### src/cbco_pkg.sv
// shared widths, register indexes and interface structs for the colour blob centroid block
// no dependencies; used by cbco_pixel, cbco_div and color_blob_centroid_offset
package cbco_pkg;

	localparam int CountW = 23;
	localparam int SumW   = 34;
	localparam int ThrW   = 31;
	localparam int OffW   = 12;
	localparam int HsvW   = 24;
	localparam int CfgIdxW  = 3;
	localparam int CfgDataW = 31;

	localparam int OFF_MIN = -1024;
	localparam int OFF_MAX = 2047;

	localparam logic [CfgIdxW-1:0] REG_LOWER_HSV      = 3'd0;
	localparam logic [CfgIdxW-1:0] REG_UPPER_HSV      = 3'd1;
	localparam logic [CfgIdxW-1:0] REG_AREA_THRESHOLD = 3'd2;
	localparam logic [CfgIdxW-1:0] REG_ROI_LEFT       = 3'd3;
	localparam logic [CfgIdxW-1:0] REG_ROI_TOP        = 3'd4;
	localparam logic [CfgIdxW-1:0] REG_ROI_WIDTH      = 3'd5;
	localparam logic [CfgIdxW-1:0] REG_ROI_HEIGHT     = 3'd6;
	localparam logic [CfgIdxW-1:0] REG_FRAME_WIDTH    = 3'd7;

	// colour window and region of interest seen by the pixel stage
	typedef struct packed {
		logic [HsvW-1:0] lower_hsv;
		logic [HsvW-1:0] upper_hsv;
		logic [10:0]     roi_left;
		logic [10:0]     roi_top;
		logic [11:0]     roi_width;
		logic [11:0]     roi_height;
	} win_cfg_t;

	// accumulator values including the current pixel
	typedef struct packed {
		logic [CountW-1:0] count;
		logic [SumW-1:0]   sum;
	} acc_t;

	// divider status and results
	typedef struct packed {
		logic              busy;
		logic              done;
		logic [SumW-1:0]   quotient;
		logic [CountW-1:0] remainder;
	} div_res_t;

endpackage

### src/cbco_pixel.sv
// pixel stage: colour window test, roi test, raster position and frame accumulators
// depends on cbco_pkg
module cbco_pixel #(
	parameter int MAX_WIDTH  = 2048,
	parameter int MAX_HEIGHT = 2048,
	localparam int WidthW = ($clog2(MAX_WIDTH + 1) > 12) ? $clog2(MAX_WIDTH + 1) : 12
) (
	input  logic                  clk,
	input  logic                  arst_n,
	input  logic                  accept,
	input  logic [7:0]            hue,
	input  logic [7:0]            saturation,
	input  logic [7:0]            brightness,
	input  logic                  frame_end,
	input  cbco_pkg::win_cfg_t    cfg,
	input  logic [WidthW-1:0]     eff_width,
	output cbco_pkg::acc_t        acc
);

	localparam int ColW    = $clog2(MAX_WIDTH);
	localparam int RowW    = (MAX_HEIGHT > 1) ? $clog2(MAX_HEIGHT) : 1;
	localparam int ColCmpW = (ColW > 12) ? ColW : 12;
	localparam int RowCmpW = (RowW > 12) ? RowW : 12;

	logic [ColW-1:0]                 column_q;
	logic [RowW-1:0]                 row_q;
	logic [cbco_pkg::CountW-1:0]     count_q;
	logic [cbco_pkg::SumW-1:0]       sum_q;

	logic [ColCmpW-1:0] col_e, col_left, col_rel;
	logic [RowCmpW-1:0] row_e, row_top, row_rel;
	logic               in_col, in_row, colour_ok, hit, col_wrap;

	always_comb begin
		col_e    = ColCmpW'(column_q);
		col_left = ColCmpW'(cfg.roi_left);
		col_rel  = col_e - col_left;
		in_col   = (col_e >= col_left) && (col_rel < ColCmpW'(cfg.roi_width));

		row_e   = RowCmpW'(row_q);
		row_top = RowCmpW'(cfg.roi_top);
		row_rel = row_e - row_top;
		in_row  = (row_e >= row_top) && (row_rel < RowCmpW'(cfg.roi_height));

		colour_ok = (hue >= cfg.lower_hsv[7:0]) && (hue <= cfg.upper_hsv[7:0]) &&
			(saturation >= cfg.lower_hsv[15:8]) && (saturation <= cfg.upper_hsv[15:8]) &&
			(brightness >= cfg.lower_hsv[23:16]) && (brightness <= cfg.upper_hsv[23:16]);

		hit = in_col && in_row && colour_ok;

		acc.count = hit ? (count_q + cbco_pkg::CountW'(1)) : count_q;
		acc.sum   = hit ? (sum_q + cbco_pkg::SumW'(col_rel)) : sum_q;

		// column wraps once the next position reaches the row length
		col_wrap = (WidthW'(column_q) + WidthW'(1)) >= eff_width;
	end

	always_ff @(posedge clk or negedge arst_n) begin
		if (!arst_n) begin
			column_q <= '0;
			row_q    <= '0;
			count_q  <= '0;
			sum_q    <= '0;
		end else if (accept) begin
			if (frame_end) begin
				column_q <= '0;
				row_q    <= '0;
				count_q  <= '0;
				sum_q    <= '0;
			end else begin
				count_q <= acc.count;
				sum_q   <= acc.sum;
				if (col_wrap) begin
					column_q <= '0;
					if (row_q == RowW'(MAX_HEIGHT - 1)) begin
						row_q <= '0;
					end else begin
						row_q <= row_q + RowW'(1);
					end
				end else begin
					column_q <= column_q + ColW'(1);
				end
			end
		end
	end

endmodule

### src/cbco_div.sv
// restoring divider, one quotient bit per cycle: column sum over match count
// depends on cbco_pkg
module cbco_div (
	input  logic                           clk,
	input  logic                           arst_n,
	input  logic                           start,
	input  logic [cbco_pkg::SumW-1:0]      dividend,
	input  logic [cbco_pkg::CountW-1:0]    divisor,
	output cbco_pkg::div_res_t             res
);

	localparam int SumW   = cbco_pkg::SumW;
	localparam int CountW = cbco_pkg::CountW;
	localparam int StepW  = $clog2(SumW + 1);

	logic [SumW-1:0]   quo_q;
	logic [CountW-1:0] rem_q;
	logic [CountW-1:0] dvs_q;
	logic [StepW-1:0]  step_q;
	logic              busy_q, done_q;

	logic [CountW:0]   shifted;
	logic [CountW+1:0] trial;
	logic              take;

	always_comb begin
		shifted = {rem_q, quo_q[SumW-1]};
		trial   = {1'b0, shifted} - {2'b00, dvs_q};
		take    = !trial[CountW+1];

		res.busy      = busy_q;
		res.done      = done_q;
		res.quotient  = quo_q;
		res.remainder = rem_q;
	end

	always_ff @(posedge clk or negedge arst_n) begin
		if (!arst_n) begin
			busy_q <= 1'b0;
			done_q <= 1'b0;
			step_q <= '0;
		end else if (start) begin
			busy_q <= 1'b1;
			done_q <= 1'b0;
			step_q <= '0;
		end else if (busy_q) begin
			step_q <= step_q + StepW'(1);
			if (step_q == StepW'(SumW - 1)) begin
				busy_q <= 1'b0;
				done_q <= 1'b1;
			end
		end else begin
			done_q <= 1'b0;
		end
	end

	always_ff @(posedge clk) begin
		if (start) begin
			quo_q <= dividend;
			rem_q <= '0;
			dvs_q <= divisor;
		end else if (busy_q) begin
			rem_q <= take ? trial[CountW-1:0] : shifted[CountW-1:0];
			quo_q <= {quo_q[SumW-2:0], take};
		end
	end

endmodule

### src/color_blob_centroid_offset.sv
// top level of the colour blob centroid block: config registers, frame-end sequencer, output
// depends on cbco_pkg, cbco_pixel and cbco_div
//
// Takes a raster stream of HSV pixels and, at the pixel marked frame_end, returns one item:
// found is set when 255 times the number of matching pixels exceeds area_threshold, and
// offset is then the mean roi-relative column of the matching pixels minus half the frame
// width, truncated toward zero and saturated to -1024..2047 (zero when not found). A pixel
// matches when hue, saturation and brightness lie within the inclusive bounds of lower_hsv
// and upper_hsv and its raster position lies inside the region of interest. Ordinary pixels
// are taken one per cycle outside a division, also while a result waits on out_stall.
// A frame-end pixel that finds a blob starts a restoring divider that yields one quotient
// bit per cycle; the input stalls through its 34 divide steps, a wait for the divider to
// report done and the forming of the result, which waits for the output slot. A frame end
// without a blob puts its result straight into the output slot. A frame-end pixel is also
// held off while the previous result is still stalled. Configuration is written through
// cfg_valid/cfg_ready, cfg_ready is always high, and writes belong between frames or between pixels.
module color_blob_centroid_offset #(
	parameter int MAX_WIDTH  = 2048,
	parameter int MAX_HEIGHT = 2048
) (
	input  logic                               clk,
	input  logic                               arst_n,
	// pixel input
	input  logic [7:0]                         hue,
	input  logic [7:0]                         saturation,
	input  logic [7:0]                         brightness,
	input  logic                               frame_end,
	input  logic                               in_valid,
	output logic                               in_stall,
	// result output
	output logic signed [cbco_pkg::OffW-1:0]   offset,
	output logic                               found,
	output logic                               out_valid,
	input  logic                               out_stall,
	// configuration writes
	input  logic                               cfg_valid,
	output logic                               cfg_ready,
	input  logic [cbco_pkg::CfgIdxW-1:0]       cfg_index,
	input  logic [cbco_pkg::CfgDataW-1:0]      cfg_data
);

	localparam int WidthW  = ($clog2(MAX_WIDTH + 1) > 12) ? $clog2(MAX_WIDTH + 1) : 12;
	localparam int SumW    = cbco_pkg::SumW;
	localparam int CountW  = cbco_pkg::CountW;
	localparam int ThrW    = cbco_pkg::ThrW;
	localparam int OffW    = cbco_pkg::OffW;
	localparam int OffCalcW = SumW + 2;

	localparam logic signed [OffCalcW-1:0] OffLo = OffCalcW'(cbco_pkg::OFF_MIN);
	localparam logic signed [OffCalcW-1:0] OffHi = OffCalcW'(cbco_pkg::OFF_MAX);

	typedef enum logic [1:0] {
		ST_PIX,
		ST_DIV,
		ST_RES
	} state_t;

	// configuration registers
	logic [cbco_pkg::HsvW-1:0] lower_hsv_q, upper_hsv_q;
	logic [ThrW-1:0]           area_threshold_q;
	logic [10:0]               roi_left_q, roi_top_q;
	logic [11:0]               roi_width_q, roi_height_q, frame_width_q;

	state_t                    state_q;
	logic                      out_valid_q, found_q;
	logic [OffW-1:0]           offset_q;

	cbco_pkg::win_cfg_t        win_cfg;
	cbco_pkg::acc_t            acc;
	cbco_pkg::div_res_t        div_res;

	logic [WidthW-1:0]         fw_e, eff_width, half_width;
	logic                      in_accept, out_pop, slot_free;
	logic [ThrW-1:0]           area_scaled;
	logic                      blob_found, div_start;
	logic [SumW-1:0]           q_adj;
	logic signed [OffCalcW-1:0] off_w;
	logic [OffW-1:0]           off_sat;

	assign cfg_ready = 1'b1;

	always_ff @(posedge clk or negedge arst_n) begin
		if (!arst_n) begin
			lower_hsv_q      <= '0;
			upper_hsv_q      <= '1;
			area_threshold_q <= '0;
			roi_left_q       <= '0;
			roi_top_q        <= '0;
			roi_width_q      <= 12'd2048;
			roi_height_q     <= 12'd2048;
			frame_width_q    <= 12'd640;
		end else if (cfg_valid && cfg_ready) begin
			unique case (cfg_index)
				cbco_pkg::REG_LOWER_HSV:      lower_hsv_q      <= cfg_data[23:0];
				cbco_pkg::REG_UPPER_HSV:      upper_hsv_q      <= cfg_data[23:0];
				cbco_pkg::REG_AREA_THRESHOLD: area_threshold_q <= cfg_data[30:0];
				cbco_pkg::REG_ROI_LEFT:       roi_left_q       <= cfg_data[10:0];
				cbco_pkg::REG_ROI_TOP:        roi_top_q        <= cfg_data[10:0];
				cbco_pkg::REG_ROI_WIDTH:      roi_width_q      <= cfg_data[11:0];
				cbco_pkg::REG_ROI_HEIGHT:     roi_height_q     <= cfg_data[11:0];
				cbco_pkg::REG_FRAME_WIDTH:    frame_width_q    <= cfg_data[11:0];
				default: begin
				end
			endcase
		end
	end

	always_comb begin
		win_cfg.lower_hsv  = lower_hsv_q;
		win_cfg.upper_hsv  = upper_hsv_q;
		win_cfg.roi_left   = roi_left_q;
		win_cfg.roi_top    = roi_top_q;
		win_cfg.roi_width  = roi_width_q;
		win_cfg.roi_height = roi_height_q;

		// row length: zero counts as one, anything past MAX_WIDTH is clipped to it
		fw_e = WidthW'(frame_width_q);
		if (fw_e == '0) begin
			eff_width = WidthW'(1);
		end else if (fw_e > WidthW'(MAX_WIDTH)) begin
			eff_width = WidthW'(MAX_WIDTH);
		end else begin
			eff_width = fw_e;
		end
		half_width = eff_width >> 1;
	end

	// output slot can take a new item this cycle
	assign out_pop   = out_valid_q && !out_stall;
	assign slot_free = !out_valid_q || !out_stall;

	// a frame-end pixel needs the output slot; outside ST_PIX every pixel waits, else ordinary pixels flow on
	assign in_stall  = (state_q != ST_PIX) || (frame_end && !slot_free);
	assign in_accept = in_valid && !in_stall;

	always_comb begin
		// 255 * count as (count << 8) - count, fits 31 bits
		area_scaled = {acc.count, 8'd0} - ThrW'(acc.count);
		blob_found  = area_scaled > area_threshold_q;
		div_start   = in_accept && frame_end && blob_found && (acc.count != '0);
	end

	cbco_pixel #(
		.MAX_WIDTH  (MAX_WIDTH),
		.MAX_HEIGHT (MAX_HEIGHT)
	) u_pixel (
		.clk        (clk),
		.arst_n     (arst_n),
		.accept     (in_accept),
		.hue        (hue),
		.saturation (saturation),
		.brightness (brightness),
		.frame_end  (frame_end),
		.cfg        (win_cfg),
		.eff_width  (eff_width),
		.acc        (acc)
	);

	cbco_div u_div (
		.clk      (clk),
		.arst_n   (arst_n),
		.start    (div_start),
		.dividend (acc.sum),
		.divisor  (acc.count),
		.res      (div_res)
	);

	// truncation toward zero of (sum - half*count) / count, built from floor(sum / count):
	// below the half width the quotient rounds up whenever the division left a remainder
	always_comb begin
		if ((div_res.quotient < SumW'(half_width)) && (div_res.remainder != '0)) begin
			q_adj = div_res.quotient + SumW'(1);
		end else begin
			q_adj = div_res.quotient;
		end
		off_w = $signed({2'b00, q_adj}) - $signed(OffCalcW'(half_width));
		if (off_w < OffLo) begin
			off_sat = OffLo[OffW-1:0];
		end else if (off_w > OffHi) begin
			off_sat = OffHi[OffW-1:0];
		end else begin
			off_sat = off_w[OffW-1:0];
		end
	end

	always_ff @(posedge clk or negedge arst_n) begin
		if (!arst_n) begin
			state_q     <= ST_PIX;
			out_valid_q <= 1'b0;
			found_q     <= 1'b0;
			offset_q    <= '0;
		end else begin
			unique case (state_q)
				ST_PIX: begin
					if (div_start) begin
						if (out_pop) begin
							out_valid_q <= 1'b0;
						end
						state_q <= ST_DIV;
					end else if (in_accept && frame_end) begin
						// no blob: result goes out straight away with a zero offset
						out_valid_q <= 1'b1;
						found_q     <= blob_found;
						offset_q    <= '0;
					end else if (out_pop) begin
						out_valid_q <= 1'b0;
					end
				end
				ST_DIV: begin
					if (out_pop) begin
						out_valid_q <= 1'b0;
					end
					if (div_res.done) begin
						state_q <= ST_RES;
					end
				end
				ST_RES: begin
					if (slot_free) begin
						out_valid_q <= 1'b1;
						found_q     <= 1'b1;
						offset_q    <= off_sat;
						state_q     <= ST_PIX;
					end
				end
				default: begin
					state_q <= ST_PIX;
				end
			endcase
		end
	end

	assign out_valid = out_valid_q;
	assign found     = found_q;
	assign offset    = $signed(offset_q);

endmodule

### config.mk
export PLATFORM = sky130hd
export DESIGN_NAME = color_blob_centroid_offset
export DESIGN_NICKNAME = d
export VERILOG_FILES = /design/src/cbco_pkg.sv /design/src/cbco_pixel.sv /design/src/cbco_div.sv /design/src/color_blob_centroid_offset.sv
export SDC_FILE = /design/constraint.sdc
export NUM_CORES = 1
export LEC_CHECK = 0
export BUFFER_PORTS_ARGS = -buffer_cell sky130_fd_sc_hd__clkbuf_2
export CAP_MARGIN = 20
export CORE_ASPECT_RATIO = 1.2
export CORE_MARGIN = 3
export CORE_UTILIZATION = 50
export CTS_CLUSTER_DIAMETER = 30
export DETAILED_ROUTE_END_ITERATION = 12
export GPL_TIMING_DRIVEN = 0
export PLACE_DENSITY = 0.73
export SLEW_MARGIN = 30
export SYNTH_ARGS = -nofsm -noshare
export SYNTH_HDL_FRONTEND = slang
export SYNTH_SLANG_ARGS = --single-unit
export TNS_END_PERCENT = 100
### constraint.sdc
create_clock -name clk -period 10.4 [get_ports clk]
set_input_delay 1.56 -clock clk [delete_from_list [all_inputs] [get_ports clk]]
set_output_delay 1.56 -clock clk [all_outputs]
set_load 0.01 [all_outputs]
### Word-level counts from Yosys, hierarchy flattened

Index checks and enable logic that the tools add are counted.

| operators by class | value |
|---|---|
| eq/ne operators | 17 |
| multiplexer cells | 41 |
| $add $sub $neg | 12 |
| reductions and logical operators | 45 |
| order comparisons | 16 |

Operators with widths:

| kind | number |
|---|---|
| two-way mux 34 bit | 5 |
| two-way mux 12 bit | 7 |
| two-way mux 23 bit | 3 |
| two-way mux 11 bit | 5 |
| nonzero test 23 bit | 2 |
| > comparator 35 x 12 -> 1 bit (second input constant) | 1 |
| less-than comparator 35 x 11 -> 1 bit (second input constant) | 1 |
| subtractor 34 x 11 -> 35 bit | 1 |
| adder 34 x 1 -> 34 bit (second input constant) | 1 |
| adder 34 x 12 -> 34 bit | 1 |
| less-than comparator 34 x 11 -> 1 bit | 1 |
| > comparator 31 bit | 1 |
| subtractor 31 x 23 -> 31 bit | 1 |
| subtractor 24 x 23 -> 25 bit | 1 |
| greater-or-equal comparator 8 bit | 3 |
| <= comparator 8 bit | 3 |
| less-than comparator 12 bit | 2 |
| one-hot mux 12 bit (2 select lines) | 1 |
| subtractor 11 x 11 -> 12 bit | 2 |
| adder 23 x 1 -> 23 bit (second input constant) | 1 |
| adder 11 x 1 -> 11 bit (second input constant) | 2 |
| greater-or-equal comparator 11 bit | 2 |
| AND reduction 2 bit | 10 |
| logical AND 1 bit | 16 |
| 29 further kinds | 58 |

| storage, ports and cells | value |
|---|---|
| output and inout port bits | 16 |
| bits in registers | 320 |

### Longest topological paths before layout

| depth | value |
|---|---|
| depth after elaboration | 14 |
| mapped depth | 50 |

### By module

A second synthesis with hierarchy kept.

| second synthesis, totals | value |
|---|---|
| cells, all modules | 2529 |
| area total of the unflattened synthesis | 23608.9 sq um |

By module, submodules not included:

| module | cells an instance | area each (sq um) | sequential area each (sq um) | instances |
|---|---|---|---|---|
| color_blob_centroid_offset | 981 | 9705.6 | 3863.7 | 1 |
| cbco_pixel | 1106 | 9082.5 | 1976.9 | 1 |
| cbco_div | 442 | 4820.9 | 2372.3 | 1 |

### Worst setup path before layout

Ideal clock, no wire load.

| timing | value |
|---|---|
| path type | register -> register |
| from | reg u_pixel.column_q[1] |
| to | reg u_div.quo_q[0], enable pin |
| data arrival time | 9227 ps |
| setup slack | 681 ps |
| stages on the path, launching flop included | 47 |
| library setup time | 491 ps |
| required time | 9909 ps |
| path buffers | 3 |
| clock period less this slack | 9719 ps |
| cell sequence | dfrtp_1 -> ha_1 -> nor2b_1 -> o21ai_0 -> a21boi_0 -> o21ai_0 -> nand2b_1 -> and2_1 -> o21ai_0 -> nand2b_1 -> a21o_1 -> a21o_1 -> a21o_1 -> a21oi_1 -> ha_1 -> a22oi_1 -> o21ai_0 -> nor4_1 -> (+11 left out) -> nand4_1 -> a311oi_1 -> nor2_1 -> o2111a_1 -> a311oi_1 -> ha_1 -> a21o_1 -> a21o_1 -> a21o_1 -> a21o_1 -> a21oi_1 -> nor2b_1 -> o21ai_0 -> nand2b_1 -> a211oi_1 -> a211oi_1 -> nand2_4 -> nand2_1 |

RTL lines:

| element | line | RTL |
|---|---|---|
| start, declared | cbco_pixel.sv:25 | `logic [ColW-1:0] column_q;` |
| start signal, assigned | cbco_pixel.sv:81 | `column_q <= column_q + ColW'(1);` |
| end signal, assigned | cbco_div.sv:59 | `quo_q <= dividend;` |
| end signal, assigned | cbco_div.sv:64 | `quo_q <= {quo_q[SumW-2:0], take};` |
| end, declared | cbco_div.sv:16 | `logic [SumW-1:0] quo_q;` |

==> flow_metrics.tcl <==
set metrics [dict create \
    outcome "complete, no violations" \
    tightest_slew_ns 1.18 \
    synth_seq_cells 320 \
    setup-violations-final 0 \
    synth.net_count 2873 \
    syn2layout_area_growth_pct 18.8 \
    core_area_um2 45200 \
    async_flop_share_pct 75.0 \
    power.density_nw_per_um2 240 \
    timing.setup.tns_ns 0 \
    path_clk_slew_ns 0.05 \
    dieArea_um2 48700 \
    start_util_pct 51.0 \
    min_path_type "register to register" \
    synth_edf_count 57 \
    portBuffers 75 \
    cp.required_ns 10.73 \
    utilization_pct 60.6 \
    grt_pass1_vias 20146 \
    clock_sinks 320 \
    dp_slack_ns -2.23 \
    dp_hpwl_mm 49.0 \
    num_vias 20267 \
    grtUsageTotal_pct 26.8 \
    fin_worst_skew_ns 0.0217 \
    die-height_um 241 \
    placed_area_um2 24300 \
    critPathMaxStageDelay_ns 0.46 \
    finalHoldViolCount 0 \
    clk_latency_ns 0.60 \
    slew_violations 0 \
    drt_iter0_drc 1442 \
    final_common_cell "nand2_1" \
    finalCriticalPeriod_ns 9.90 \
    vdd.ir_drop.worst_uv 173 \
    ys_types 100 \
    route.detailed.drc 0 \
    synth_area_um2 23100 \
    drive_above_1_share_pct 15.7 \
    synth.top_cells.by_area "dfrtp_1 (23%), ha_1 (12%), edfxtp_1 (7.4%)" \
    viasPerCell 5.89 \
    ctsHoldBuffers 0 \
    critPathSlowestCell "dfrtp_2" \
    seq_area_frac_synth_pct 35.6 \
    worst-path-max-fanout 10 \
    diodes 0 \
    ys.warnings.count 0 \
    critPathArrivalTime_ns 10.23 \
    cts-root-buf "clkbuf_16" \
    clock_path_buffers 3 \
    cap_viol_max_count 0 \
    critPathKind "register to register" \
    fmax_mhz 101 \
    numCtsBuffers 75 \
    routed_wl_mm 66.2 \
    ios 80 \
    fin_area_um2 27400 \
    total_power_uw 6580 \
    htreeDepth 3 \
    maxSlewHeadroom_pct 20.7 \
    synth_top_area_share_pct 23.0 \
    overflow 0 \
    wire_per_inst_um 19.2 \
    yosysTopAreaCell "dfrtp_1" \
    final_nets 3053 \
    grt_max_degree 74 \
    drt-pass1-iter-count 8 \
    gp_congestion 0.919 \
    cp-start-kind "register" \
    path_common_cell "a21o_1" \
    tritoncts "built" \
    die_w_um 202 \
    antenna_found_initial 0 \
    worstSetupEndpointType "register" \
    grt_pass1_wl_mm 106 \
    antenna_left 0 \
    timing.final.crit_share_pct 95.2 \
    leakagePower_uw 0.0124 \
    syn_inst 2589 \
    synth_flop_cell "dfrtp_1" \
    layout_setup_ws_ns 0.497 \
    syn_area_per_cell_um2 8.91 \
    fillers 3771 \
    final_cell_mix "nand2_1 (274), o21ai_0 (246), inv_1 (237)" \
    row_count 85 \
]
-- report_power, final --
group	internal [uW]	switching [uW]	leakage, uW
clock	1600	799	0.00125
combinational	982	1300	0.00731
sequential	1620	286	0.00380
total	4200	2380	0.0124
-- kinds of logic after synthesis --
logic type                 share of synthesized area (%)
AOI/OAI and AO/OA                                   17.2
xor gates and xnor gates                            5.73
adders and majority gates                           12.2
buffers and inverters                               5.70
DFF                                                 35.6
muxes                                               6.07
other                                             0.0163
and+or+nand+nor                                     17.4
-- synthesized netlist by cell type, drive strengths merged (5+ instances only) --
cell	n
a211o	10
a211oi	41
a21o	38
a21oi	113
a22o	15
a31oi	20
and2	17
and3	30
and4	16
buf	17
clkbuf	79
dfrtp	212
dfstp	28
dfxtp	23
edfxtp	57
fa	5
ha	215
inv	241
mux2	85
mux2i	36
nand2	278
nand2b	27
nand3	61
nand4	36
nand4b	6
nor2	168
nor2b	21
nor3	46
nor3b	6
nor4	39
o2111ai	6
o211a	7
o211ai	16
o21a	23
o21ai	251
o21bai	11
o22ai	18
o31ai	11
o41ai	5
or2	9
or3	19
or4	13
xnor2	94
xor2	56
-- per-stage QoR --
step                cells  hold slack (ns)
CTS                  3426            0.498
global route         3441            0.510
finish               3441            0.495
floorplan            2589            0.473
global placement     3273            0.482
detailed placement   3277            0.489
-- path summary, 6_finish.rpt --
path,slack [ns],depth (start not counted),start,endpoint
min reg2reg,0.50,1,found,found
max in group asynchronous,8.68,2,arst_n,upper_hsv_q[23]
max reg2reg,0.50,49,u_pixel.column_q[1],u_div.quo_q[27]
min in group asynchronous,0.94,1,arst_n,roi_top_q[5]
max,0.50,49,u_pixel.column_q[1],u_div.quo_q[27]
min,0.50,1,found,found
-- critical path: cells and delay by family, from the launching register on --
kind                     cells  cell delay, ns
AO/OA/AOI/OAI               21            3.84
AND/OR/NAND/NOR             14            2.24
buffers and inverters        7            1.14
XOR/XNOR                     1            0.16
adder cells (fa/ha/maj)      4            1.07
multiplexers                 2            0.70
flip-flops                   1            0.46
-- registers in the layout (all words and copies together) (netlist names), 11 cells and up --
register / cells
roi_height_q: 12
u_div.dvs_q: 23
u_pixel.row_q: 11
u_pixel.sum_q: 34
offset: 12
roi_width_q: 12
frame_width_q: 12
u_pixel.column_q: 11
upper_hsv_q: 24
roi_left_q: 11
lower_hsv_q: 24
u_pixel.count_q: 23
u_div.quo_q: 34
area_threshold_q: 31
u_div.rem_q: 23
roi_top_q: 11
-- metal layers --
layer  global-route usage [%]  part of all wire (%)
met1                     33.4                    41
met4                     11.4                   3.7
met5                        0                     0
met2                     47.2                    50
met3                     3.37                   5.4
-- cell type report --
| type | count | area (um^2) | share of cell area, % |
|---|---|---|---|
| inverters | 241 | 907 | 3.31 |
| plain buffers | 94 | 433 | 1.58 |
| flip-flops and latches | 320 | 8210 | 30.0 |
| repair buffers | 105 | 682 | 2.49 |
| multi-input cells | 1932 | 13800 | 50.4 |
| clock inverters | 51 | 573 | 2.09 |
| well taps | 609 | 762 | 2.78 |
| clock buffers | 89 | 2010 | 7.35 |
-- what timing repair did --
action                                 in CTS  in global routing
endpoints found under the hold margin       0                  0
setup endpoints to repair                 138                138
pin swaps                                   5                  7
resized for setup                          27                 33
setup buffers                              10                 16
(Power assumes the default switching activity.)
